**src/design/pvie_pkg.sv**
```systemverilog
`timescale 1ns / 1ps

package pvie_pkg;

    localparam int NUM_AXES = 3;
    localparam int COORD_W  = 32;
    localparam int SIZE_W   = 31;
    localparam int IDX_BITS = 14;               // width of one grid extent
    localparam int CFG_W    = NUM_AXES * IDX_BITS;
    localparam int CODE_W   = 32;

    // 1: Q16.16 coordinates divided by the voxel size; 0: integer indices.
    localparam bit RAW_POINTS = 1'b1;

    localparam int SHIFT_NARROW = 8;
    localparam int SHIFT_WIDE   = 11;

    localparam logic [CODE_W-1:0] CODE_INVALID = 32'hBF80_0000;
    localparam logic [SIZE_W-1:0] SIZE_RESET   = 31'd65536;

    typedef enum logic [2:0] {
        CFG_GRID_BOUNDS,
        CFG_ORIGIN_X,
        CFG_ORIGIN_Y,
        CFG_ORIGIN_Z,
        CFG_SIZE_X,
        CFG_SIZE_Y,
        CFG_SIZE_Z,
        CFG_ORDER_XYZ
    } t_cfg_reg;

    // One axis in flight through the divider chain.
    typedef struct packed {
        logic [SIZE_W-1:0]   rem;   // partial remainder, below the size unless the lane is bad
        logic [IDX_BITS-1:0] low;   // dividend bits not yet shifted in
        logic [IDX_BITS-1:0] quo;   // quotient bits found so far
        logic                bad;   // already known to be out of grid
    } t_lane;

    // lane 0 is x, 1 is y, 2 is z
    typedef t_lane [NUM_AXES-1:0]                t_beat;
    typedef logic  [NUM_AXES-1:0][SIZE_W-1:0]    t_sizes;
    typedef logic  [NUM_AXES-1:0][COORD_W-1:0]   t_coords;

endpackage

```
**src/design/pvie_front.sv**
```systemverilog
`timescale 1ns / 1ps

module pvie_front #(
    parameter bit RAW_POINTS = pvie_pkg::RAW_POINTS
) (
    input  logic              i_clk,
    input  logic              i_rst_n,
    input  logic              i_load,
    input  logic              i_valid,
    input  pvie_pkg::t_coords i_coord,
    input  pvie_pkg::t_coords i_origin,
    input  pvie_pkg::t_sizes  i_size,
    output logic              o_valid,
    output pvie_pkg::t_beat   o_beat
);
    import pvie_pkg::*;

    logic  r_valid;
    t_beat r_beat;
    t_beat n_beat;

    always_comb begin
        logic [COORD_W:0]   diff;
        logic [COORD_W-1:0] dvd;
        logic               neg;
        logic [SIZE_W-1:0]  head;
        for (int a = 0; a < NUM_AXES; a++) begin
            diff = {i_coord[a][COORD_W-1], i_coord[a]} - {i_origin[a][COORD_W-1], i_origin[a]};
            if (RAW_POINTS) begin
                dvd = diff[COORD_W-1:0];
                neg = diff[COORD_W];
            end else begin
                dvd = i_coord[a];
                neg = i_coord[a][COORD_W-1];
            end
            head = {{(SIZE_W - (COORD_W - IDX_BITS)){1'b0}}, dvd[COORD_W-1:IDX_BITS]};
            n_beat[a].rem = head;
            n_beat[a].low = dvd[IDX_BITS-1:0];
            n_beat[a].quo = '0;
            // head >= size means the quotient does not fit an extent
            n_beat[a].bad = neg || (i_size[a] == '0) || (head >= i_size[a]);
        end
    end

    always_ff @(posedge i_clk) begin
        if (!i_rst_n) begin
            r_valid <= 1'b0;
        end else if (i_load) begin
            r_valid <= i_valid;
        end
    end

    always_ff @(posedge i_clk) begin
        if (i_load && i_valid) begin
            r_beat <= n_beat;
        end
    end

    assign o_valid = r_valid;
    assign o_beat  = r_beat;

endmodule

```
**config.mk**
```make
export PLATFORM = sky130hd
export DESIGN_NAME = pvie_front
export DESIGN_NICKNAME = d
export VERILOG_FILES = /design/src/design/pvie_pkg.sv /design/src/design/pvie_front.sv
export SDC_FILE = /design/constraint.sdc
export NUM_CORES = 1
export LEC_CHECK = 0
export BUFFER_PORTS_ARGS = -buffer_cell sky130_fd_sc_hd__clkbuf_2
export CORE_AREA = 2 2 182 184
export CTS_CLUSTER_SIZE = 30
export DETAILED_ROUTE_END_ITERATION = 12
export DIE_AREA = 0 0 184 186
export GPL_ROUTABILITY_DRIVEN = 0
export HOLD_SLACK_MARGIN = 0.05
export SYNTH_ARGS = -nofsm -noshare
export SYNTH_HDL_FRONTEND = slang
export SYNTH_SLANG_ARGS = --single-unit
export TNS_END_PERCENT = 1
```
**constraint.sdc**
```tcl
create_clock -name i_clk -period 5.5 [get_ports i_clk]
set_clock_uncertainty 0.1 [all_clocks]
set_input_delay 0.825 -clock i_clk [delete_from_list [all_inputs] [get_ports i_clk]]
set_output_delay 0.825 -clock i_clk [all_outputs]
set_load 0.03 [all_outputs]
```
# Word level (Yosys, flattened, before mapping)
# Index checks and enable logic that the tools add are counted.
# word_totals
regBits	100
inputBits	289
wordCells	26
# classes
addsub	3
order_cmp	3
reduce_logical	10
# ops
cell	n
$sub 32x32->33	3
$ge 18x31->1	3
$logic_not 31->1	3
$logic_or 1x1->1	6
$logic_and 1x1->1	1

# Logic depth before layout (Yosys ltp)
# depth
ltp_word	3
depth_mapped	21
depth_no_buf	21

# Least setup slack after synthesis
# OpenSTA, ideal clock, no wires.
# synth_timing
path_kind	input -> register
from	input port i_coord[32] in the netlist's numbering
to	register r_beat, in the netlist o_beat[60], data pin
setup_ns	0.279
arrival_ns	4.092
required_time_ns	5.121
setup_slack_ns	1.030
cell_stages	20
path_cell_list	inv_1 > ha_1 > fa_1 > nor2b_1 > o21a_1 > o21ai_1 > a21oi_1 > a31oi_1 > o21ai_1 > a21oi_1 > o21bai_1 > xor2_1 > ha_1 > a21o_1 > a21oi_1 > nand2b_1 > o21ai_1 > a21oi_1 > o41ai_1 > o221ai_1
# synth_lines
element	line_no	text
start, declared	pvie_front.sv:10	input pvie_pkg::t_coords i_coord,
end signal, assigned	pvie_front.sv:55	r_beat <= n_beat;
end, declared	pvie_front.sv:19	t_beat r_beat;

==> results.md <==
| Parameter | This run |
|---|---|
| Count of state elements after synthesis | 100 |
| CTS-repair resized insts | 0 |
| Initial core utilization | 0.320 |
| Number of standard cells in the final layout excluding fillers | 1953 |
| Placed inst area | 12400 um^2 |
| Post-synthesis share of cell area spent on full adders, half adders and majority gates | 0.188 |
| Vias per Instance | 4.85 |
| Compound-Gate Fraction of Synth Area | 0.204 |
| Post-detail-place hpwl | 27500 um |
| Std-Cell Core Area | 32200 um^2 |
| Top-count cell post-synth | sky130_fd_sc_hd__inv_1 |
| Synth top area cells | sky130_fd_sc_hd__edfxtp_1 29%, sky130_fd_sc_hd__ha_1 18%, sky130_fd_sc_hd__inv_1 6.4% |
| Number of port buffers | 388 |
| Number of design rule violations left after detail routing | 0 |
| Total global routing track utilization | 0.176 |
| Die W | 184 um |
| Top cell type's share of synthesized area | 0.289 |
| Share of layout cells above drive strength 1 | 0.280 |
| Area added between synthesis and finish | 24.0% |
| Headroom to the max-slew limit | 0.377 |
| Slew at the pin closest to its max-slew limit | 934 ps |
| Inserted Clock Buffers | 9 |
| Yosys synthesis warning count | 0 |
| Outcome | finished clean |
| List of cells traversed by the critical path | clkbuf_2, inv_1, ha_1, fa_1, nor2b_1, o21a_1, o21ai_1, a21oi_1, a31oi_1, o21ai_1, a21oi_1, o21bai_1, xor2_1, ha_1, a21o_1, a21oi_1, nand2b_1, o21ai_1, a21oi_1, o41ai_1, o221ai_1 |
| Final hold violations | 0 |
| Number of library cell types mapped by synthesis | 76 |
| Per-cell routed wire length | 16.3 um |
| Crit path max-delay family | compound AO/OA/AOI/OAI gates |
| Longest Clk Path Bufs | 2 |
| Upper clock frequency limit | 210 MHz |
| Std-Cell Rows | 66 |
| Maximum level of the CTS H-tree | 3 |
| # hold bufs at CTS | 0 |
| Dominant combinational cell family by area after synthesis | compound AO/OA/AOI/OAI gates |
| Number of gates on the worst path with buffers counted | 21 |
| Kind of start point of the critical path | primary input |
| # nets final | 1978 |
| Max-Cap Viols | 0 |
| Worst min-delay path class | reg2reg |
| Simple-gate portion of the synthesized area | 0.122 |
| Number of fillers in the final layout | 3346 |
| Die boundary height | 186 um |
| Length of the first detailed-routing pass in iterations | 7 |
| Global-route wire length before repair | 46400 um |
| Power Dens Cells | 239 nW/um^2 |
| Proportion of register bits with asynchronous set or reset after synthesis | 0 |
| Cell Count Post-Placement | 1933 |
| Slowest Stage Delay on Critical Path | 420 ps |
| Worst r2r dst | o_valid$_SDFFE_PN0P_ |
| R2r startpoint | o_valid$_SDFFE_PN0P_ |
| Finished Cell Area | 12800 um^2 |
| Number of nets still failing antenna checks after routing | 0 |
| Worst path arrival time | 4760 ps |
| Unrepaired setup endpoints after global routing | false |
| Max Fanout on Critical Path | 4 |
| Root buffer selected by CTS | sky130_fd_sc_hd__clkbuf_16 |
| Type of the worst setup path | in2reg |
| Fin crit share | 0.868 |
| Clock-pin slew on the worst setup and hold paths | 70 ps |
| Element type at the critical path end | register |
| TritonCTS Sinks | 100 |
| Global route total overflow | 0 |
| Top post-synthesis cells by count | 176 x sky130_fd_sc_hd__inv_1, 150 x sky130_fd_sc_hd__ha_1, 99 x sky130_fd_sc_hd__edfxtp_1 |
| Via count of the routed design | 9467 |
| FF-to-FF path depth | 2 |
| Multiplexer area fraction after synthesis | 0.00194 |
| Total negative slack for setup checks | 0 ps |
| VDD IR max | 0.000132 V |
| Cell depth of the worst hold path | 2 |
| Overall routed net length | 31800 um |
| Util after Layout | 0.396 |
| Final-report max-slew violation count | 0 |
| Leakage power summed over all cells | 6.72 nW |
| Flop-to-flop setup slack | 4720 ps |
| End of the worst hold path | o_valid$_SDFFE_PN0P_ |
| Vias in the first global route | 9036 |
| Power Total | 3.05 mW |
| Count of mapped cells out of synthesis | 1139 |
| Most numerous cell on the critical path | sky130_fd_sc_hd__a21oi_1 |
| Number of flops mapped to enable cells by yosys | 99 |
| Cell type with the largest total area after synthesis | sky130_fd_sc_hd__edfxtp_1 |
| Starting DRC count in detailed routing | 308 |
| Primary FF master, synth | sky130_fd_sc_hd__edfxtp_1 |
| CTS tree | built |
| Clock insertion delay at the later pin of the skew report | 360 ps |
| I/O pin total | 470 |
| Mean instance size in the synthesized netlist | 9.04 um^2 |
| Buffer and inverter count on the worst path | 2 |
| Minimum clock period after layout | 4770 ps |
| Full die area | 34200 um^2 |
| Hold Path Origin | o_valid$_SDFFE_PN0P_ |
| Crit path max-delay cell type | sky130_fd_sc_hd__fa_1 |
| Sequential share of the synthesized area | 0.291 |
| Post-synth design cell area | 10300 um^2 |
| Area share of xor/xnor cells in the synthesized design | 0.0672 |
| Maximum number of pins on one net before global-route repair | 65 |
| Initial antenna violation count | 6 |
| Required time reported for the critical path endpoint | 5480 ps |
| Setup Buffers After CTS | 0 |
| # setup viols final | 0 |
## tightest hold or removal path: cells and delay by family (launching register included)
kind	cells	cell delay (ps)
compound gates	1	110
flops	1	320
simple gates	1	130
## sequential cells by signal, summed over array words and instances, names as in the netlist
signal   cells
o_beat      99
o_valid      1
## cells by family (layout without fill, tap and decap cells)
family,count (synthesis),in the layout
DFF,100,100
AOI/OAI and AO/OA,305,305
other,1,85
and+or+nand+nor,237,237
muxes,2,2
buffers and inverters,262,584
xor gates and xnor gates,79,79
adders and majority gates,153,153
## final cells by class
type | instances | area [um^2] | area share
well taps | 408 | 510 | 0.0400
multi-input cells | 857 | 6310 | 0.495
clock inverters | 4 | 73.8 | 0.00578
inverters | 177 | 664 | 0.0520
flip-flops and latches | 100 | 2990 | 0.234
diodes | 4 | 10.0 | 0.000784
repair buffers | 391 | 1960 | 0.154
clock buffers | 12 | 236 | 0.0185
## power breakdown
group	internal, mW	leakage [nW]	switching [mW]
Sequential	0.963	0.938	0.0240
Combinational	0.508	5.63	0.834
Clock	0.401	0.151	0.319
## worst max-delay path by stage
stage	from	end	slack [ps]
finish	i_coord[32]	o_beat[60]$_DFFE_PP_	730
global route	i_coord[32]	o_beat[60]$_DFFE_PP_	460
CTS	i_coord[32]	o_beat[60]$_DFFE_PP_	740
detailed placement	i_coord[32]	o_beat[60]$_DFFE_PP_	370
global placement	i_coord[32]	o_beat[60]$_DFFE_PP_	500
floorplan	i_coord[32]	o_beat[60]$_DFFE_PP_	1030
## routing by layer
metal / track usage / share of wire / routed length [um] / vias to the layer above
met3: 0.0462 / 0.078 / 2470 / 46
li1: - / - / - / 4707
met4: 0.0714 / 0.031 / 996 / 4
met2: 0.330 / 0.50 / 16100 / 374
met5: 0 / 0.00082 / 26 / -
met1: 0.189 / 0.39 / 12300 / 4336
## layout by cell type (no fill, tap or decap), drive strengths merged, types with 6 or more instances in the layout
master and count:
inv 176, a211oi 7, nand2 40, nor2 52, nor4 17, o211ai 7, a21o 62, xnor2 53
ha 150, nor3 19, o21a 22, edfxtp 99, a211o 6, and3 12, a31oi 17, o21ai 51
xor2 26, o21bai 12, nor2b 23, nand2b 11, conb 81, nand3 15, a21oi 80, nand4 17
clkbuf 400
## stage by stage
step | setup slack (ps) | hold WS (ps)
3_3_place_gp | 498 | 459
4_1_cts | 736 | 490
3_5_place_dp | 366 | 469
2_1_floorplan | 1030 | 647
6_report | 728 | 486
5_1_grt | 457 | 506
(Power assumes the default switching activity.)
