`src/design/pvie_pkg.sv`:
```
`timescale 1ns / 1ps

package pvie_pkg;

    localparam int NUM_AXES = 3;
    localparam int COORD_W  = 32;
    localparam int SIZE_W   = 31;
    localparam int IDX_BITS = 14;               // width of one grid extent
    localparam int CFG_W    = NUM_AXES * IDX_BITS;
    localparam int CODE_W   = 32;

    // 1: Q16.16 coordinates divided by the voxel size; 0: integer indices.
    localparam bit RAW_POINTS = 1'b1;

    localparam int SHIFT_NARROW = 8;
    localparam int SHIFT_WIDE   = 11;

    localparam logic [CODE_W-1:0] CODE_INVALID = 32'hBF80_0000;
    localparam logic [SIZE_W-1:0] SIZE_RESET   = 31'd65536;

    typedef enum logic [2:0] {
        CFG_GRID_BOUNDS,
        CFG_ORIGIN_X,
        CFG_ORIGIN_Y,
        CFG_ORIGIN_Z,
        CFG_SIZE_X,
        CFG_SIZE_Y,
        CFG_SIZE_Z,
        CFG_ORDER_XYZ
    } t_cfg_reg;

    // One axis in flight through the divider chain.
    typedef struct packed {
        logic [SIZE_W-1:0]   rem;   // partial remainder, below the size unless the lane is bad
        logic [IDX_BITS-1:0] low;   // dividend bits not yet shifted in
        logic [IDX_BITS-1:0] quo;   // quotient bits found so far
        logic                bad;   // already known to be out of grid
    } t_lane;

    // lane 0 is x, 1 is y, 2 is z
    typedef t_lane [NUM_AXES-1:0]                t_beat;
    typedef logic  [NUM_AXES-1:0][SIZE_W-1:0]    t_sizes;
    typedef logic  [NUM_AXES-1:0][COORD_W-1:0]   t_coords;

endpackage

```
`src/design/pvie_pack.sv`:
```
`timescale 1ns / 1ps

// Range check, packing and the output register.
module pvie_pack (
    input  logic                       i_clk,
    input  logic                       i_rst_n,
    input  logic                       i_load,
    input  logic                       i_valid,
    input  pvie_pkg::t_beat            i_beat,
    input  logic [pvie_pkg::CFG_W-1:0] i_bounds,
    input  logic                       i_order_xyz,
    output logic                       o_valid,
    output logic [pvie_pkg::CODE_W-1:0] o_code,
    output logic                       o_in_grid
);
    import pvie_pkg::*;

    logic              r_valid;
    logic [CODE_W-1:0] r_code;
    logic              r_in_grid;
    logic [CODE_W-1:0] n_code;
    logic              n_in_grid;

    always_comb begin
        logic [CODE_W-1:0]   ix;
        logic [CODE_W-1:0]   iy;
        logic [CODE_W-1:0]   iz;
        logic [CODE_W-1:0]   packed_code;
        logic [IDX_BITS-1:0] ext;
        n_in_grid = 1'b1;
        for (int a = 0; a < NUM_AXES; a++) begin
            // x extent sits in the top field, z in the bottom one
            ext = i_bounds[(NUM_AXES-1-a)*IDX_BITS +: IDX_BITS];
            if (i_beat[a].bad || !(i_beat[a].quo < ext)) begin
                n_in_grid = 1'b0;
            end
        end
        ix = CODE_W'(i_beat[0].quo);
        iy = CODE_W'(i_beat[1].quo);
        iz = CODE_W'(i_beat[2].quo);
        if (i_order_xyz) begin
            packed_code = (ix << (SHIFT_WIDE + SHIFT_NARROW)) + (iy << SHIFT_NARROW) + iz;
        end else begin
            packed_code = ix + (iy << SHIFT_WIDE) + (iz << (SHIFT_WIDE + SHIFT_WIDE));
        end
        n_code = n_in_grid ? packed_code : CODE_INVALID;
    end

    always_ff @(posedge i_clk) begin
        if (!i_rst_n) begin
            r_valid <= 1'b0;
        end else if (i_load) begin
            r_valid <= i_valid;
        end
    end

    always_ff @(posedge i_clk) begin
        if (i_load && i_valid) begin
            r_code    <= n_code;
            r_in_grid <= n_in_grid;
        end
    end

    assign o_valid   = r_valid;
    assign o_code    = r_code;
    assign o_in_grid = r_in_grid;

endmodule

```
`config.mk`:
```
export PLATFORM = sky130hd
export DESIGN_NAME = pvie_pack
export DESIGN_NICKNAME = d
export VERILOG_FILES = /design/src/design/pvie_pkg.sv /design/src/design/pvie_pack.sv
export SDC_FILE = /design/constraint.sdc
export NUM_CORES = 1
export LEC_CHECK = 0
export BUFFER_PORTS_ARGS = -buffer_cell sky130_fd_sc_hd__buf_2
export CORE_MARGIN = 4
export CORE_UTILIZATION = 43
export CTS_BUF_LIST = sky130_fd_sc_hd__clkbuf_16
export CTS_CLUSTER_SIZE = 30
export DETAILED_ROUTE_END_ITERATION = 16
export GPL_TIMING_DRIVEN = 0
export PLACE_DENSITY = 0.93
export SLEW_MARGIN = 25
export SYNTH_ARGS = -nofsm -noshare
export SYNTH_HDL_FRONTEND = slang
export SYNTH_SLANG_ARGS = --single-unit
```
`constraint.sdc`:
```
create_clock -name i_clk -period 3.2 [get_ports i_clk]
set_clock_uncertainty 0.1 [all_clocks]
set_input_delay 0.32 -clock i_clk [delete_from_list [all_inputs] [get_ports i_clk]]
set_output_delay 0.32 -clock i_clk [all_outputs]
set_load 0.01 [all_outputs]
```
Word-level counts from Yosys, hierarchy flattened

Cells that the tools add are included.

Register bits: 34
Input bits: 227
Output and inout bits: 34
Word-level logic and storage cells: 21

Add/sub/neg operators: 4
Order comparisons: 3
Muxes and demuxes: 4
Reduce and logical (&&, ||, !) cells: 7

Operators with widths:

| kind                | count |
|---|---|
| $lt A14 B14 Y1      | 3 |
| $add A26 B32 Y32    | 1 |
| $add A32 B14 Y32    | 1 |
| $add A32 B22 Y32    | 1 |
| $mux W32            | 1 |
| $add A14 B25 Y26    | 1 |
| $logic_not A1 Y1    | 3 |
| $logic_or A1 B1 Y1  | 3 |
| $mux W1             | 3 |
| $logic_and A1 B1 Y1 | 1 |

Longest topological paths before layout

Gate-level depths: netlist of run 1.

Depth in word-level cells: 6
Depth in mapped cells: 10
Mapped depth without buffers: 9

Worst setup path before layout of run 1

Ideal clock, no wire load.

Path type: in2reg
Start point: input i_beat[12] in the netlist's numbering
End point: register r_code[31] (netlist: o_code[31]) (data pin)
Setup time: 272 ps
Arrival time: 2094 ps
Required time: 2828 ps
Slack: 734 ps
Stages: 7
Path buffers: 0
Cells stage by stage: ha_1 > fa_1 > a21oi_1 > nor4b_2 > a41oi_1 > o211ai_1 > or4_1

Cells in the longest elaborated chain, start to end: 6
Elaborated cells on any way between the ends: 11
Those cells by class: add/sub (4); order compare (1); mux (4); reduce/logical (2)

RTL lines:

| what                                                     | line            | RTL |
|---|---|---|
| from (decl)                                              | pvie_pack.sv:9  | `input pvie_pkg::t_beat i_beat,` |
| branches (longest 6 deep; another with $add A32 B22 Y32) | --              |  |
| to (signal assigned)                                     | pvie_pack.sv:59 | `r_code <= n_code;` |
| to (decl)                                                | pvie_pack.sv:19 | `logic [CODE_W-1:0] r_code;` |

Several ways; the timed one is not identified.
A chain may end at the register's enable or synchronous reset.

Worst setup path in the final report of run 1

Same ends and word-level chain as after synthesis.

==> results.yml, run 1 <==
outcome:
  status: "finished clean"
critical_path:
  r2r_cells: 2
  crit_fanout: 7
  r2r-end: "o_valid"
  critPathLaunchType: "input port"
  r2r_slack_ns: 2.41
  r2r-start: "o_valid"
  crit_required_ns: 3.09
  worstSetupPathType: "input port to flip-flop"
  end_kind: "flip-flop"
  cp_data_arrival_time_ns: 2.69
pwr:
  pwr-share-comb: 0.319
  p_switching_w: 0.000466
  intPower_w: 0.00108
  power_per_cell_area_mw_per_mm2: 325
  power.leakage_nw: 2.17
  p_seq_frac: 0.335
  swShare: 0.301
  pwr-share-clk: 0.345
  vdd_drop_max_v: 0.000267
floorplan:
  initial_core_util: 0.441
  rows: 34
  pin_count: 261
  fp.coreArea_mm2: 0.00868
  die_area_mm2: 0.0105
  die_h_um: 102
  die_width_um: 102
clocking:
  cts.sinks: 34
  cts.reportedPaths.clkPinSlew_ns: 0.05
  worstSkewPairLatency_ns: 0.27
  post_cts_buffers: 0
  cts_tree: "built"
  cts_made_buffers: 5
  cts_resized: 0
  htreeDepth: 2
  cts.path.max_buffers: 2
  cts_hold_buf: 0
  root_buffer: "clkbuf_16"
global_route:
  antenna_found_initial: 1
  grt_pass1_wl_um: 18500
  grt_pass1_vias: 3731
  grt_max_degree: 35
  overflow: 0
  grt_usage: 0.226
place:
  portBuffers: 125
  dp_hpwl_um: 9920
  finalWeightedCongestion: 0.976
synth:
  syn_avg_cell_area_um2: 8.78
  synth_seq_area_share: 0.264
  yosys.area.top_type: "edfxtp_1"
  synth_cell_types: 55
  syn_inst: 436
  synthesis.area_mm2: 0.00383
  synth_top_area_frac: 0.259
  synth_most_common_cell: "ha_1"
  synth_seq_cells: 34
  synth_area_leaders: "edfxtp_1 26%, ha_1 18%, inv_1 4.7%"
  synth_common_cells: "54 x ha_1, 48 x inv_1, 33 x edfxtp_1"
  yosysWarnings: 0
  async_flop_share: 0
  synth_nets: 719
  synth_edf_count: 33
  synth_ff_type: "edfxtp_1"
route:
  routed-via-count: 3980
  routedWlPerCell_um: 17.5
  viasPerCell: 5.88
  routed_wl_um: 11800
  drc: 0
  ant_nets: 0
  drt_iter0_markers: 255
  drtPass1Iterations: 5
final_layout:
  n_fill_cell: 784
  fin_util: 0.548
  fin_nets: 851
  num_antenna_cells: 0
  drive_gt1_frac: 0.260
  multi_input_area_mm2: 0.00257
  seq_area_mm2: 0.00101
  area_growth_pct: 24.2
sta:
  hold_viol_final: 0
  period_share: 0.874
  tightestPinTransition_ns: 0.802
  fin_setup_tns_ns: 0
  max_clock_freq_ghz: 0.357
  slew_headroom: 0.452
  finalMaxSlewViolations: 0
  setup-violations-final: 0
  min_period_ns: 2.80
  rsz0062_at_grt: "false"
min_path:
  hold_class: "input port to flip-flop"
  hold_path.startpoint: "i_rst_n"
  hold_end: "o_valid"
  hold_depth: 2
flow_run:
  max_cap_viol_count: 0
final cells by class:
type / instances / area share
timing repair buffer: 125 / 0.131
clock inverter: 3 / 0.00868
clock buffer: 5 / 0.0263
inverter: 49 / 0.0387
sequential: 34 / 0.212
tap: 108 / 0.0284
buffer: 16 / 0.0139
multi-input combinational: 337 / 0.540
worst max-delay path, stage by stage:
cell,delay [ns]
buf_2,0.18
ha_1,0.22
fa_1,0.22
a21oi_1,0.17
nor4b_2,0.56
a211oi_1,0.15
a41oi_1,0.19
o211ai_1,0.13
or4_1,0.54
kinds of logic after synthesis:
logic type               share of synthesized area
AO/OA/AOI/OAI                                0.202
XOR/XNOR                                    0.0686
adder cells (fa/ha/maj)                      0.187
buffers and inverters                       0.0653
flip-flops                                   0.264
multiplexers                                0.0392
AND/OR/NAND/NOR                              0.174
sequential cells by signal, summed over array words and instances, names as in the netlist:
name and flops:
o_valid 1, o_code 32, o_in_grid 1
layout by cell type (no fill, tap or decap), types with 6 or more instances in the layout:
cell,n
a211oi_1,7
buf_2,130
inv_1,49
a21oi_1,28
nor2b_1,6
xnor2_1,18
xor2_1,12
o21a_1,7
a21o_1,8
nor2_1,22
ha_1,54
o21ai_0,16
mux2i_1,15
edfxtp_1,33
clkbuf_1,10
nand2_1,24
nand4_1,12
nor3_1,22
nand3_1,16
how the worst max path moves through the flow:
stage | start | end | depth (start not counted)
2_1_floorplan | i_beat[12] | o_code[31] | 7
3_3_place_gp | i_beat[12] | o_code[31] | 9
3_5_place_dp | i_beat[12] | o_code[31] | 9
4_1_cts | i_beat[12] | o_code[31] | 9
5_1_grt | i_beat[3] | o_code[1] | 10
6_report | i_beat[12] | o_code[31] | 9
power groups by stage:
| stage | Clock [W] | Sequential (W) | Combinational (W) |
|---|---|---|---|
| 2_1_floorplan | 0 | 0.000543 | 0.000279 |
| 3_3_place_gp | 0 | 0.000528 | 0.000468 |
| 3_5_place_dp | 0 | 0.000528 | 0.000486 |
| 4_1_cts | 0.000540 | 0.000519 | 0.000488 |
| 5_1_grt | 0.000562 | 0.000521 | 0.000550 |
| 6_report | 0.000534 | 0.000519 | 0.000494 |
per-stage QoR:
stage | instance area, µm² | setup slack, ns | std cells | hold slack (ns) | power [W]
global route | 4760 | 0.290 | 677 | 0.184 | 0.00163
finish | 4760 | 0.402 | 677 | 0.160 | 0.00155
detailed placement | 4590 | 0.154 | 669 | 0.439 | 0.00101
floorplan | 3830 | 0.734 | 436 | 0.338 | 0.000822
global placement | 4590 | 0.178 | 669 | 0.421 | 0.000995
CTS | 4760 | 0.446 | 677 | 0.155 | 0.00155
metal layers:
| layer | up-vias | track usage | wire length, µm |
|---|---|---|---|
| met5 | - | 0 | 13 |
| met4 | 2 | 0.0888 | 338 |
| met3 | 36 | 0.0300 | 1200 |
| met2 | 242 | 0.358 | 5260 |
| met1 | 1804 | 0.314 | 5010 |
| li1 | 1896 | - | - |
No activity file was read; power rests on OpenSTA's default activity.
==> inputs of run 2 (changes only) <==
CORE_MARGIN = default   (was 4)
CORE_UTILIZATION = 30   (was 43)
PLACE_DENSITY = 0.71   (was 0.93)
==> run 2 against run 1 <==
- combinational power about the same
- first-iteration DRC count grew 14%
- clock power is 19% lower
- worst setup slack worse by 0.0079 ns
- routed wire length grew 3.2%
- critical path type unchanged
==> results.yml, run 2 (synthesis gave the netlist of run 1 again) <==
global_route:
  grt-busiest-layer: "met2"
  use_met3: 0.0279
  grt_max_degree: 35
  gr-usage-met1: 0.258
  grt_pass1_vias: 3611
  grt_pass1_wl_um: 18700
  overflow: 0
  antenna_found_initial: 0
  grt_usage: 0.183
  use_met2: 0.288
sta:
  max_clock_freq_ghz: 0.356
  rsz0062_at_grt: "false"
  hold_ws_ns: 0.150
  fin_setup_tns_ns: 0
  slew_headroom: 0.392
  finalMaxSlewViolations: 0
  setup-violations-final: 0
  hold_viol_final: 0
  period_share: 0.877
  min_period_ns: 2.81
  tightestPinTransition_ns: 0.888
clocking:
  cts.sinks: 34
  cts.path.max_buffers: 2
  worstSkewPairLatency_ns: 0.27
  htreeDepth: 2
  cts.reportedPaths.clkPinSlew_ns: 0.05
  post_cts_buffers: 0
  cts_hold_buf: 0
  root_buffer: "clkbuf_16"
  cts_tree: "built"
  cts_made_buffers: 5
  cts_resized: 0
critical_path:
  crit_required_ns: 3.09
  crit_fanout: 7
  worstSetupPathType: "input port to flip-flop"
  critPathLaunchType: "input port"
  r2r_slack_ns: 2.42
  cp_data_arrival_time_ns: 2.69
  end_kind: "flip-flop"
final_layout:
  final_design_area_no_fill_mm2: 0.00480
  fin_nets: 851
  n_fill_cell: 1306
  drive_gt1_frac: 0.257
  num_antenna_cells: 0
  area_growth_pct: 25.4
  largest_reg_flops: 32
  layout_common_cells: "130 x buf_2, 54 x ha_1, 48 x inv_1"
  stdcell_count: 737
  final_common_cell: "buf_2"
route:
  drtPass1Iterations: 5
  routedWlPerCell_um: 16.6
  routed_wl_um: 12200
  drt_iter0_markers: 291
  ant_nets: 0
  drc: 0
  viasPerCell: 5.24
  routed-via-count: 3860
floorplan:
  pin_count: 261
  rows: 40
  die_area_mm2: 0.0132
  die_width_um: 115
  die_h_um: 115
  initial_core_util: 0.314
  fp.coreArea_mm2: 0.0122
place:
  dp_hpwl_um: 10400
  dp_cells: 729
  portBuffers: 125
  placed_area_mm2: 0.00467
  finalWeightedCongestion: 0.920
pwr:
  power_per_cell_area_mw_per_mm2: 302
  p_total_w: 0.00145
  vdd_drop_max_v: 0.000164
  power.leakage_nw: 2.16
flow_run:
  max_cap_viol_count: 0
outcome:
  status: "finished clean"
min_path:
  hold_class: "input port to flip-flop"
run 2: cell types whose count changed in the layout (fill, tap and decap cells not counted):
cell	change
bufinv_16	-1
inv_1	-1
clkinvlp_4	-1
clkinv_1	+3
a2111oi_0	-1
a2111oi_1	+1
run 2: final timing paths:
path                 to       start  cells after the start
max          o_code[31]  i_beat[12]                      9
min reg2reg     o_valid     o_valid                      2
min             o_valid     i_rst_n                      2
max reg2reg     o_valid     o_valid                      2
run 2: area by class of cell:
| cell class | instances | area (µm²) | share of cell area |
|---|---|---|---|
| timing repair buffer | 125 | 626 | 0.130 |
| inverter | 49 | 184 | 0.0383 |
| multi-input combinational | 337 | 2570 | 0.535 |
| tap | 168 | 210 | 0.0438 |
| buffer | 16 | 66.3 | 0.0138 |
| clock buffer | 5 | 125 | 0.0260 |
| sequential | 34 | 1010 | 0.210 |
| clock inverter | 3 | 11.3 | 0.00234 |
run 2: power breakdown:
group	switching, W	internal, W	total [W]
Combinational	0.000292	0.000204	0.000496
Clock	0.000155	0.000279	0.000433
Sequential	0.00000608	0.000514	0.000520
Total	0.000452	0.000997	0.00145
run 2: metrics by stage:
stage	worst slack (ns)	util
finish	0.394	0.393
global route	0.340	0.393
CTS	0.428	0.393
detailed placement	0.151	0.382
global placement	0.173	0.382
floorplan	0.734	-
run 2: critical path, stage by stage:
cell,delay (ns)
buf_2,0.18
ha_1,0.21
fa_1,0.21
a21oi_1,0.17
nor4b_2,0.57
a211oi_1,0.16
a41oi_1,0.19
o211ai_1,0.13
or4_1,0.55
run 2: layer usage:
metal / wire length [µm] / up-vias
li1: - / 1894
met1: 5830 / 1773
met2: 5310 / 170
met3: 805 / 23
met4: 256 / 0
met5: 0 / -
