`config.mk`:
```
export PLATFORM = sky130hd
export DESIGN_NAME = pvie_cell
export DESIGN_NICKNAME = d
export VERILOG_FILES = /design/src/design/pvie_pkg.sv /design/src/design/pvie_cell.sv
export SDC_FILE = /design/constraint.sdc
export NUM_CORES = 1
export LEC_CHECK = 0
export BUFFER_PORTS_ARGS = -buffer_cell sky130_fd_sc_hd__buf_2
export CORE_AREA = 2 2 178 180
export DETAILED_ROUTE_END_ITERATION = 6
export DIE_AREA = 0 0 180 182
export PLACE_DENSITY = 0.7
export SLEW_MARGIN = 10
export SYNTH_ARGS = -nofsm -noshare
export SYNTH_HDL_FRONTEND = slang
export SYNTH_SLANG_ARGS = --single-unit
```
`constraint.sdc`:
```
create_clock -name i_clk -period 6.4 [get_ports i_clk]
set_input_delay 0.32 -clock i_clk [delete_from_list [all_inputs] [get_ports i_clk]]
set_output_delay 0.32 -clock i_clk [all_outputs]
set_load 0.02 [all_outputs]
```
`src/design/pvie_pkg.sv`:
```
`timescale 1ns / 1ps

package pvie_pkg;

    localparam int NUM_AXES = 3;
    localparam int COORD_W  = 32;
    localparam int SIZE_W   = 31;
    localparam int IDX_BITS = 14;               // width of one grid extent
    localparam int CFG_W    = NUM_AXES * IDX_BITS;
    localparam int CODE_W   = 32;

    // 1: Q16.16 coordinates divided by the voxel size; 0: integer indices.
    localparam bit RAW_POINTS = 1'b1;

    localparam int SHIFT_NARROW = 8;
    localparam int SHIFT_WIDE   = 11;

    localparam logic [CODE_W-1:0] CODE_INVALID = 32'hBF80_0000;
    localparam logic [SIZE_W-1:0] SIZE_RESET   = 31'd65536;

    typedef enum logic [2:0] {
        CFG_GRID_BOUNDS,
        CFG_ORIGIN_X,
        CFG_ORIGIN_Y,
        CFG_ORIGIN_Z,
        CFG_SIZE_X,
        CFG_SIZE_Y,
        CFG_SIZE_Z,
        CFG_ORDER_XYZ
    } t_cfg_reg;

    // One axis in flight through the divider chain.
    typedef struct packed {
        logic [SIZE_W-1:0]   rem;   // partial remainder, below the size unless the lane is bad
        logic [IDX_BITS-1:0] low;   // dividend bits not yet shifted in
        logic [IDX_BITS-1:0] quo;   // quotient bits found so far
        logic                bad;   // already known to be out of grid
    } t_lane;

    // lane 0 is x, 1 is y, 2 is z
    typedef t_lane [NUM_AXES-1:0]                t_beat;
    typedef logic  [NUM_AXES-1:0][SIZE_W-1:0]    t_sizes;
    typedef logic  [NUM_AXES-1:0][COORD_W-1:0]   t_coords;

endpackage

```
`src/design/pvie_cell.sv`:
```
`timescale 1ns / 1ps

// One restoring division step for all three axes.
module pvie_cell (
    input  logic             i_clk,
    input  logic             i_rst_n,
    input  logic             i_load,
    input  logic             i_valid,
    input  pvie_pkg::t_beat  i_beat,
    input  pvie_pkg::t_sizes i_size,
    output logic             o_valid,
    output pvie_pkg::t_beat  o_beat
);
    import pvie_pkg::*;

    logic  r_valid;
    t_beat r_beat;
    t_beat n_beat;

    always_comb begin
        logic [SIZE_W:0] trial;
        logic [SIZE_W:0] dsr;
        logic            ge;
        for (int a = 0; a < NUM_AXES; a++) begin
            trial = {i_beat[a].rem, i_beat[a].low[IDX_BITS-1]};
            dsr   = {1'b0, i_size[a]};
            ge    = trial >= dsr;
            n_beat[a].rem = ge ? SIZE_W'(trial - dsr) : trial[SIZE_W-1:0];
            n_beat[a].low = {i_beat[a].low[IDX_BITS-2:0], 1'b0};
            n_beat[a].quo = {i_beat[a].quo[IDX_BITS-2:0], ge};
            n_beat[a].bad = i_beat[a].bad;
        end
    end

    always_ff @(posedge i_clk) begin
        if (!i_rst_n) begin
            r_valid <= 1'b0;
        end else if (i_load) begin
            r_valid <= i_valid;
        end
    end

    always_ff @(posedge i_clk) begin
        if (i_load && i_valid) begin
            r_beat <= n_beat;
        end
    end

    assign o_valid = r_valid;
    assign o_beat  = r_beat;

endmodule

```
**After elaboration in Yosys (flattened, before gate mapping)**

Index checks and enable logic that the tools add are counted.

- Order comparisons: 3
- Multiplexer cells: 3
- Add/sub/neg operators: 3
- Reductions and logical operators: 1

Operators with widths:

| cell | number |
|---|---|
| greater-or-equal comparator 32 x 31 -> 1 bit | 3 |
| two-way mux 31 bit | 3 |
| subtractor 31 bit | 3 |
| logical AND 1 bit | 1 |

- Output and inout bits: 181
- Logic and storage cells: 23
- Bits in registers: 178

**Longest topological paths before layout**

Gate-level depths: netlist of the first run.

- Depth in word-level cells: 2
- Gate-level depth with buffers: 14

**Worst setup path before layout of the first run**

Ideal clock, no wire load.

- Kind: input to register
- Start point: input port i_valid
- End point: register r_beat, in the netlist o_beat[0] (enable)
- Arrival time: 4361 ps
- Data required time: 5841 ps
- Stages on the path: 1
- Setup time: 559 ps
- Path slack: 1480 ps
- Path through: and2_1

- Word-level cells in the longest chain between the ends: 1

RTL lines:

| what | RTL line | source |
|---|---|---|
| start, declared | pvie_cell.sv:8 | `input logic i_valid,` |
| logical AND 1 bit | pvie_cell.sv:44 | `if (i_load && i_valid) begin` |
| end signal, assigned | pvie_cell.sv:45 | `r_beat <= n_beat;` |
| end, declared | pvie_cell.sv:17 | `t_beat r_beat;` |

Every way passes these cells.
A chain may end at the register's enable or synchronous reset.

==> reports/results.txt, run 1 <==
The count of max-cap constraint violations came out at 0. STA puts the critical path data arrival time at 3610 ps. The layout cell share with drive strength beyond 1 was 33.4%.

The type of origin of the critical path is a primary input. The critical path data required time is 6610 ps, and the die boundary width is 180 µm. OpenSTA, run right after detailed placement, puts the worst setup slack at 2550 ps. The flip-flop and latch count after synthesis was 178. The worst setup path is captured at a flop. The final count of pins violating max slew is 0, and the critical-path maximum fanout is 32. The maximum number of pins on one net before global-route repair was 75; the mean routed wirelength per cell was 17.1 µm.

Setup violations remaining at the end of the flow were counted as 0. The number of antenna-violating nets in the routed design came out at 0. The floorplan step defined a die boundary enclosing 32800 µm².

The type of the worst min-delay path is primary input to flop. Summed over all layers, the global routing overflow is 0. The sequential-to-total area share from yosys stat was 46.5%. For this configuration, the core starts out at a cell density of 37.0%. Counting every instance in the synthesized netlist gives 1122. Compared with the post-synthesis result, the final layout area differs by 28.2%.

The actual transition at the worst max-transition pin is 985 ps. Row generation in the floorplan step produced 65 rows. Clock-pin slew was measured on the worst setup and hold paths at 80 ps. Subtracting the final worst setup slack from the clock period gives 3400 ps. The die extent in y works out to 182 µm. For this design the ratio of total power to cell area is 241 nW/µm². Measured against its own limit, the worst slew margin works out to 34.3%. The run gives 5 as the count of TritonRoute iterations in the first routing pass. Detailed placement finished with a half-perimeter wire length of 27000 µm. The TritonCTS buffer count is 17, and the fraction of registers with async set or reset after synthesis is 0%.

The logs give 5700 ps for the setup slack on the worst flop-to-flop path and 47.4% for the end-of-flow core utilization. After layout, the worst setup slack is 3000 ps. The clock arrives with 0 ps of skew. Dividing the detail-routed via count by the number of cells gives 5.09. The number of global-route vias before repair is 9748, and the worst-case clock buffer depth is 2. The count of final hold-check violations was 0.

During placement, the flow inserted port buffers numbering 451. The final total power came out at 3.54 mW. The run gives 31000 µm² as the standard cell core area. Summing over every cut layer, the via total after detailed routing is 10.1k.

The finished layout holds 1982 standard cells, fillers aside. Number of inserted filler cells in the final layout: 2948. Clock tree synthesis found a total of 178 sinks. The synthesized cell area came out at 11500 µm². The primary flip-flop cell chosen by synthesis mapping is sky130_fd_sc_hd__edfxtp_1.

TritonCTS built the clock tree. In this run the post-CTS setup repair buffer count came out at 0. For the global-route wire length before repair, the log shows 51300 µm. For this design the top-level I/O count stands at 458.

For the overall global routing resource usage, the log shows 20.0%. The global placer's final weighted congestion was 0.887; the maximum vdd drop was 0.000166 V. The run gives 294 MHz as the peak clock frequency supported by timing. The violation count after the first detailed-route iteration is 545, and the final wirelength is 33800 µm. Across the whole layout, storage elements account for 5340 µm². Gates resized during post-CTS repair numbered 0. The tools report the clock latency of the later-clocked register in the worst-skew pair as 450 ps.

Summed over all failing endpoints, the final setup total negative slack is 0 ps. The net total in the final layout is 1935, and the number of enable-type register cells in the synthesized netlist is 177. After detailed placement, the design holds a cell count of 1945. The netlist uses 71 different library cells. After synthesis, the mean cell area works out to 10.2 µm². The Yosys step of the flow raised 0 warnings.

The tree is rooted in a sky130_fd_sc_hd__clkbuf_16. The multi-input combinational cells in the finished layout cover a total of 5530 µm². The run finished with clean final reports.

The initial antenna violation count was 10. The final critical path takes up 53.1% of the cycle. Summed over all cells, the static leakage comes to 6.80 nW. Number of buffers inserted for hold repair after clock tree synthesis: 0.

In this run the number of H-tree levels came out at 4. The run gives 0 as the number of remaining DRC errors. Setup repair after global routing left no endpoint under its margin. Kind of critical path: primary input to flop.
## final timing paths
check,endpoint,from,cells after the start
worst min-delay path,o_beat[7]$_DFFE_PP_,i_beat[6],1
worst min register to register,o_valid$_SDFFE_PN0P_,o_valid$_SDFFE_PN0P_,2
worst max-delay path,o_beat[38]$_DFFE_PP_,i_beat[28],13
worst max register to register,o_valid$_SDFFE_PN0P_,o_valid$_SDFFE_PN0P_,2
## layout by cell type, fill, tap and decap left out, types with 34 or more instances in the layout
| master | count |
|---|---|
| sky130_fd_sc_hd__a21o_1 | 42 |
| sky130_fd_sc_hd__a21oi_1 | 123 |
| sky130_fd_sc_hd__buf_2 | 451 |
| sky130_fd_sc_hd__edfxtp_1 | 177 |
| sky130_fd_sc_hd__ha_1 | 93 |
| sky130_fd_sc_hd__inv_1 | 112 |
| sky130_fd_sc_hd__nand2_1 | 87 |
| sky130_fd_sc_hd__nor2_1 | 92 |
| sky130_fd_sc_hd__o21ai_0 | 75 |
| sky130_fd_sc_hd__xnor2_1 | 42 |
| sky130_fd_sc_hd__xor2_1 | 34 |
## flip-flops by register name, indices dropped and copies added, names as in the netlist
register and flops:
o_beat 177, o_valid 1
## cells in the mapped netlist, drive strengths merged, types with 14 or more instances
cell,instances,area share [%]
clkbuf,17,0.56
xor2,34,2.6
nand2,87,2.8
ha,93,10
o21a,14,0.92
mux2,22,2.3
a21o,42,2.7
edfxtp,177,46
a21oi,126,5.6
nor3,14,0.65
nor2,92,3.0
nand4,15,0.82
o21ai,81,3.6
inv,112,3.7
xnor2,42,3.2
buf,19,1.2
## metal layers
layer  GRT usage (%)  vias to the layer above  routed length, µm
met1            23.5                     4693              14000
met3            6.84                       62               2520
met2            34.0                      366              16400
met5               0                        -                 62
met4            6.99                       10                804
li1                -                     4957                  -
## worst max-delay path, stage by stage
cell                      delay, ps
sky130_fd_sc_hd__buf_2          100
sky130_fd_sc_hd__inv_1           50
sky130_fd_sc_hd__ha_1           190
sky130_fd_sc_hd__fa_1           210
sky130_fd_sc_hd__and2b_1        200
sky130_fd_sc_hd__o31a_1         280
sky130_fd_sc_hd__o21ai_1        370
sky130_fd_sc_hd__o31a_1         330
sky130_fd_sc_hd__nor2_1          70
sky130_fd_sc_hd__nor3_1         180
sky130_fd_sc_hd__o21a_2         520
sky130_fd_sc_hd__buf_4          390
sky130_fd_sc_hd__mux2_2         370
## through the flow
stage / area [µm²] / hold WS, ps
finish: 14700 / 37.2
global route: 14700 / 0.840
detailed placement: 14100 / 498
global placement: 14100 / 497
floorplan: 11500 / 419
CTS: 14700 / 5.37
## power breakdown
group | internal, mW | switching (mW) | leakage [nW]
combinational | 0.406 | 0.612 | 4.83
clock | 0.531 | 0.546 | 0.294
sequential | 1.42 | 0.0263 | 1.67
## cell type report
class / instances / area share [%]
Antenna cell: 5 / 0.0851
Clock buffer: 17 / 2.89
Clock inverter: 15 / 1.27
Inverter: 112 / 2.86
Multi-Input combinational cell: 798 / 37.6
Sequential cell: 178 / 36.3
Tap cell: 402 / 3.42
Timing Repair Buffer: 455 / 15.6
## cells by family (layout without fill, tap and decap cells)
| family | count (synthesis) | count (layout) | share of synthesized area (%) |
|---|---|---|---|
| muxes | 22 | 22 | 2.32 |
| AOI/OAI and AO/OA | 340 | 340 | 18.9 |
| and+or+nand+nor | 261 | 261 | 10.3 |
| adders and majority gates | 96 | 96 | 10.7 |
| DFF | 178 | 178 | 46.5 |
| other | 1 | 8 | 0.0327 |
| xor gates and xnor gates | 76 | 76 | 5.80 |
| buffers and inverters | 148 | 599 | 5.40 |
Power figures use the tool's default switching activity.
==> run 2: changes to the inputs <==
--- a/config.mk
+++ b/config.mk
@@ -9,7 +9,7 @@
 export CORE_AREA = 2 2 178 180
 export DETAILED_ROUTE_END_ITERATION = 6
 export DIE_AREA = 0 0 180 182
-export PLACE_DENSITY = 0.7
+export PLACE_DENSITY = 0.73
 export SLEW_MARGIN = 10
 export SYNTH_ARGS = -nofsm -noshare
 export SYNTH_HDL_FRONTEND = slang
==> constraint.sdc (replaced) <==
create_clock -name i_clk -period 2.85 [get_ports i_clk]
set_input_delay 0.1425 -clock i_clk [delete_from_list [all_inputs] [get_ports i_clk]]
set_output_delay 0.1425 -clock i_clk [all_outputs]
set_load 0.02 [all_outputs]
==> run 2 against run 1 <==
Against the previous run: clock skew unchanged; die area unchanged; sequential share of layout area is 4.4 points lower; wire length is 9.7% higher; via count is 9.1% higher; final area increased by 14%; critical endpoint is now o_beat[160]$_DFFE_PP_; largest power group unchanged; highest routed layer unchanged.
==> reports/results.txt, run 2 (same netlist as run 1, synthesis figures left out) <==
The tools report the floorplan row count as 65 (unchanged). The leading cell type in the layout, fill and taps excluded was sky130_fd_sc_hd__buf_2 (unchanged). The violation count after the first detailed-route iteration is 598 (was 545).

The layout cell share with drive strength beyond 1 was 34.6% (was 33.4%); the number of port buffers was 451 (unchanged). The area overhead of the layout relative to synthesis came out at 45.7% (was 28.2%). The tools report the count of final hold-check violations as 0 (unchanged).

Commonest cells after routing, fill and taps aside: sky130_fd_sc_hd__buf_2, sky130_fd_sc_hd__edfxtp_1, sky130_fd_sc_hd__dlygate4sd3_1 (was sky130_fd_sc_hd__buf_2, sky130_fd_sc_hd__edfxtp_1, sky130_fd_sc_hd__a21oi_1). The run gives 37.0% (unchanged) as the initial cell density of the core. The tools report the maximum number of pins on one net before global-route repair as 106 (was 75). The met2 layer wire length in the routed design is 18000 µm (was 16400 µm), and the die extent in y is 182 µm (unchanged).

The run finished with clean final reports. The worst-case clock buffer depth is 2 (unchanged). The mean routed wirelength per cell is 17.0 µm (was 17.1 µm). The standby leakage power is 7.71 nW (was 6.80 nW), and the total vias in the final route is 11.0k (was 10.1k). The power density over the cells works out to 496 nW/µm² (was 241 nW/µm²). The overflow left after global routing was 0 (unchanged).

The run gives 9 (was 10) as the initial antenna violation count. The critical-path maximum fanout is 31 (was 32). The tools report the type of origin of the critical path as a primary input (unchanged). The net total in the final layout is 2135 (was 1935). The logs give 21.7% (was 20.0%) for the overall global routing resource usage and 56700 µm (was 51300 µm) for the global-route wire length before repair. The final wirelength came out at 37100 µm (was 33800 µm).

For the clock latency of the later-clocked register in the worst-skew pair, the log shows 450 ps (about the same). The die boundary width works out to 180 µm (unchanged). TritonCTS built the clock tree. The final period utilization works out to 98.3%. The number of inserted filler cells in the final layout was 2691 (was 2948); the flip-flop count of the largest register after layout was 177 (unchanged). The count of TritonRoute iterations in the first routing pass was 5 (unchanged).

The number of vias per cell after detailed routing works out to 5.04 (was 5.09). Buffer type at the clock tree root: sky130_fd_sc_hd__clkbuf_16 (unchanged). The finished layout cell area is 16700 µm² (was 14700 µm²).

Type of the worst min-delay path: primary input to flop (unchanged). The tools report the post-detailed-placement cell area as 14600 µm² (was 14100 µm²). The tools report the relative slew slack as 57.7% (was 34.3%). The number of sinks handled by clock tree synthesis was 178 (unchanged).

The aggregate negative setup slack was 0 ps (unchanged). The logs give 0 (unchanged) for the final count of pins violating max slew and 32800 µm² (unchanged) for the die footprint. The count of pins on the block boundary is 458 (unchanged).

The worst clock skew is 0 ps (unchanged). Highest metal layer used by the detailed router: met5 (unchanged). Final total power: 8.30 mW (was 3.54 mW).

For the setup-violating endpoint count in the final report, the log shows 0 (unchanged). For the area of the multi-input gates, the log shows 5670 µm² (was 5530 µm²). Count of max-cap constraint violations: 0 (unchanged).

Peak clock frequency supported by timing: 357 MHz. The standard cell core area is 31000 µm² (unchanged), and the clock transition at the registers of the reported paths is 80 ps (about the same). For the maximum vdd drop, the log shows 0.000351 V (was 0.000166 V). The data arrival time of the worst path is 3010 ps (was 3610 ps).

The tools report the number of global-route vias before repair as 11.0k (was 9748). Detailed-routed wire length on met3: 2520 µm (unchanged). The run gives 0 (unchanged) as the number of remaining DRC errors. The final HPWL from detailed placement is 28200 µm (was 27000 µm).

The tools report the global placer's final weighted congestion as 0.900 (was 0.887). The logs give 5340 µm² (unchanged) for the register cell area after layout and 38.4 ps (was 37.2 ps) for the worst-case hold slack. The actual transition at the worst max-transition pin works out to 634 ps (was 985 ps). The kind of capture point of the worst setup path is a flop (unchanged).

The tools report the critical path data required time as 3050 ps (was 6610 ps). The TritonCTS buffer count is 17 (unchanged), and the routed metal-1 wire length is 15100 µm (was 14000 µm). The kind of critical path was primary input to flop (unchanged). For the number of antenna-violating nets in the routed design, the log shows 0 (unchanged). The tools report the maximum level of the CTS H-tree as 4 (unchanged). After layout, the minimum clock period comes to 2800 ps. Setup repair after global routing could not meet its margin everywhere.
run 2: cell count changes in the layout (fill, tap and decap cells not counted), sizes merged:
cell / before / now
clkinv: 8 / 4
dlygate4sd3: 0 / 129
clkbuf: 17 / 19
inv: 118 / 120
buf: 455 / 526
diode: 5 / 7
run 2: cell type report:
class / count / share of cell area, %
multi-input cells: 798 / 33.9
inverters: 112 / 2.52
flip-flops and latches: 178 / 31.9
clock buffers: 19 / 2.65
clock inverters: 13 / 0.838
diodes: 7 / 0.105
repair buffers: 655 / 25.0
well taps: 402 / 3.01
run 2: report_power, final:
group / internal [mW] / switching, mW
logic: 1.18 / 1.49
registers: 3.20 / 0.0665
clock network: 1.20 / 1.18
total: 5.57 / 2.73
run 2: path summary, 6_finish.rpt:
check / from / endpoint / slack, ps / cells after the start
worst max-delay path: i_beat[158] / o_beat[160]$_DFFE_PP_ / 50 / 12
worst min register to register: o_valid$_SDFFE_PN0P_ / o_valid$_SDFFE_PN0P_ / 1130 / 3
worst min-delay path: i_beat[171] / o_beat[172]$_DFFE_PP_ / 40 / 3
worst max register to register: o_valid$_SDFFE_PN0P_ / o_valid$_SDFFE_PN0P_ / 1610 / 3
run 2: what timing repair did:
action / CTS / global route
resized for setup: 0 / 31
setup endpoints to repair: 0 / 68
endpoints found under the hold margin: 128 / 0
setup buffers: 0 / 5
hold buffers: 129 / 0
run 2: per-stage QoR:
stage          cells  setup WS [ps]  utilization, %
6_report        2184           47.9            53.9
5_1_grt         2184          -33.0            53.9
4_1_cts         2172           6.03            53.3
3_5_place_dp    2011           -173            47.2
3_3_place_gp    2011          -40.2            47.2
2_1_floorplan   1124           33.7               -
run 2: critical path, stage by stage:
cell and delay, ps:
sky130_fd_sc_hd__dlygate4sd3_1 570, sky130_fd_sc_hd__buf_2 150, sky130_fd_sc_hd__ha_1 400, sky130_fd_sc_hd__nand2_1 120
sky130_fd_sc_hd__o21ai_2 70, sky130_fd_sc_hd__a21o_1 170, sky130_fd_sc_hd__a31o_2 250, sky130_fd_sc_hd__a41o_1 230
sky130_fd_sc_hd__a211oi_2 270, sky130_fd_sc_hd__o21ai_4 110, sky130_fd_sc_hd__buf_12 190, sky130_fd_sc_hd__mux2_4 310
run 2: metal layers:
metal,global-route usage (%),vias up
met5,0,-
met3,5.86,80
met2,36.3,431
li1,-,5363
met4,10.5,4
met1,26.0,5127
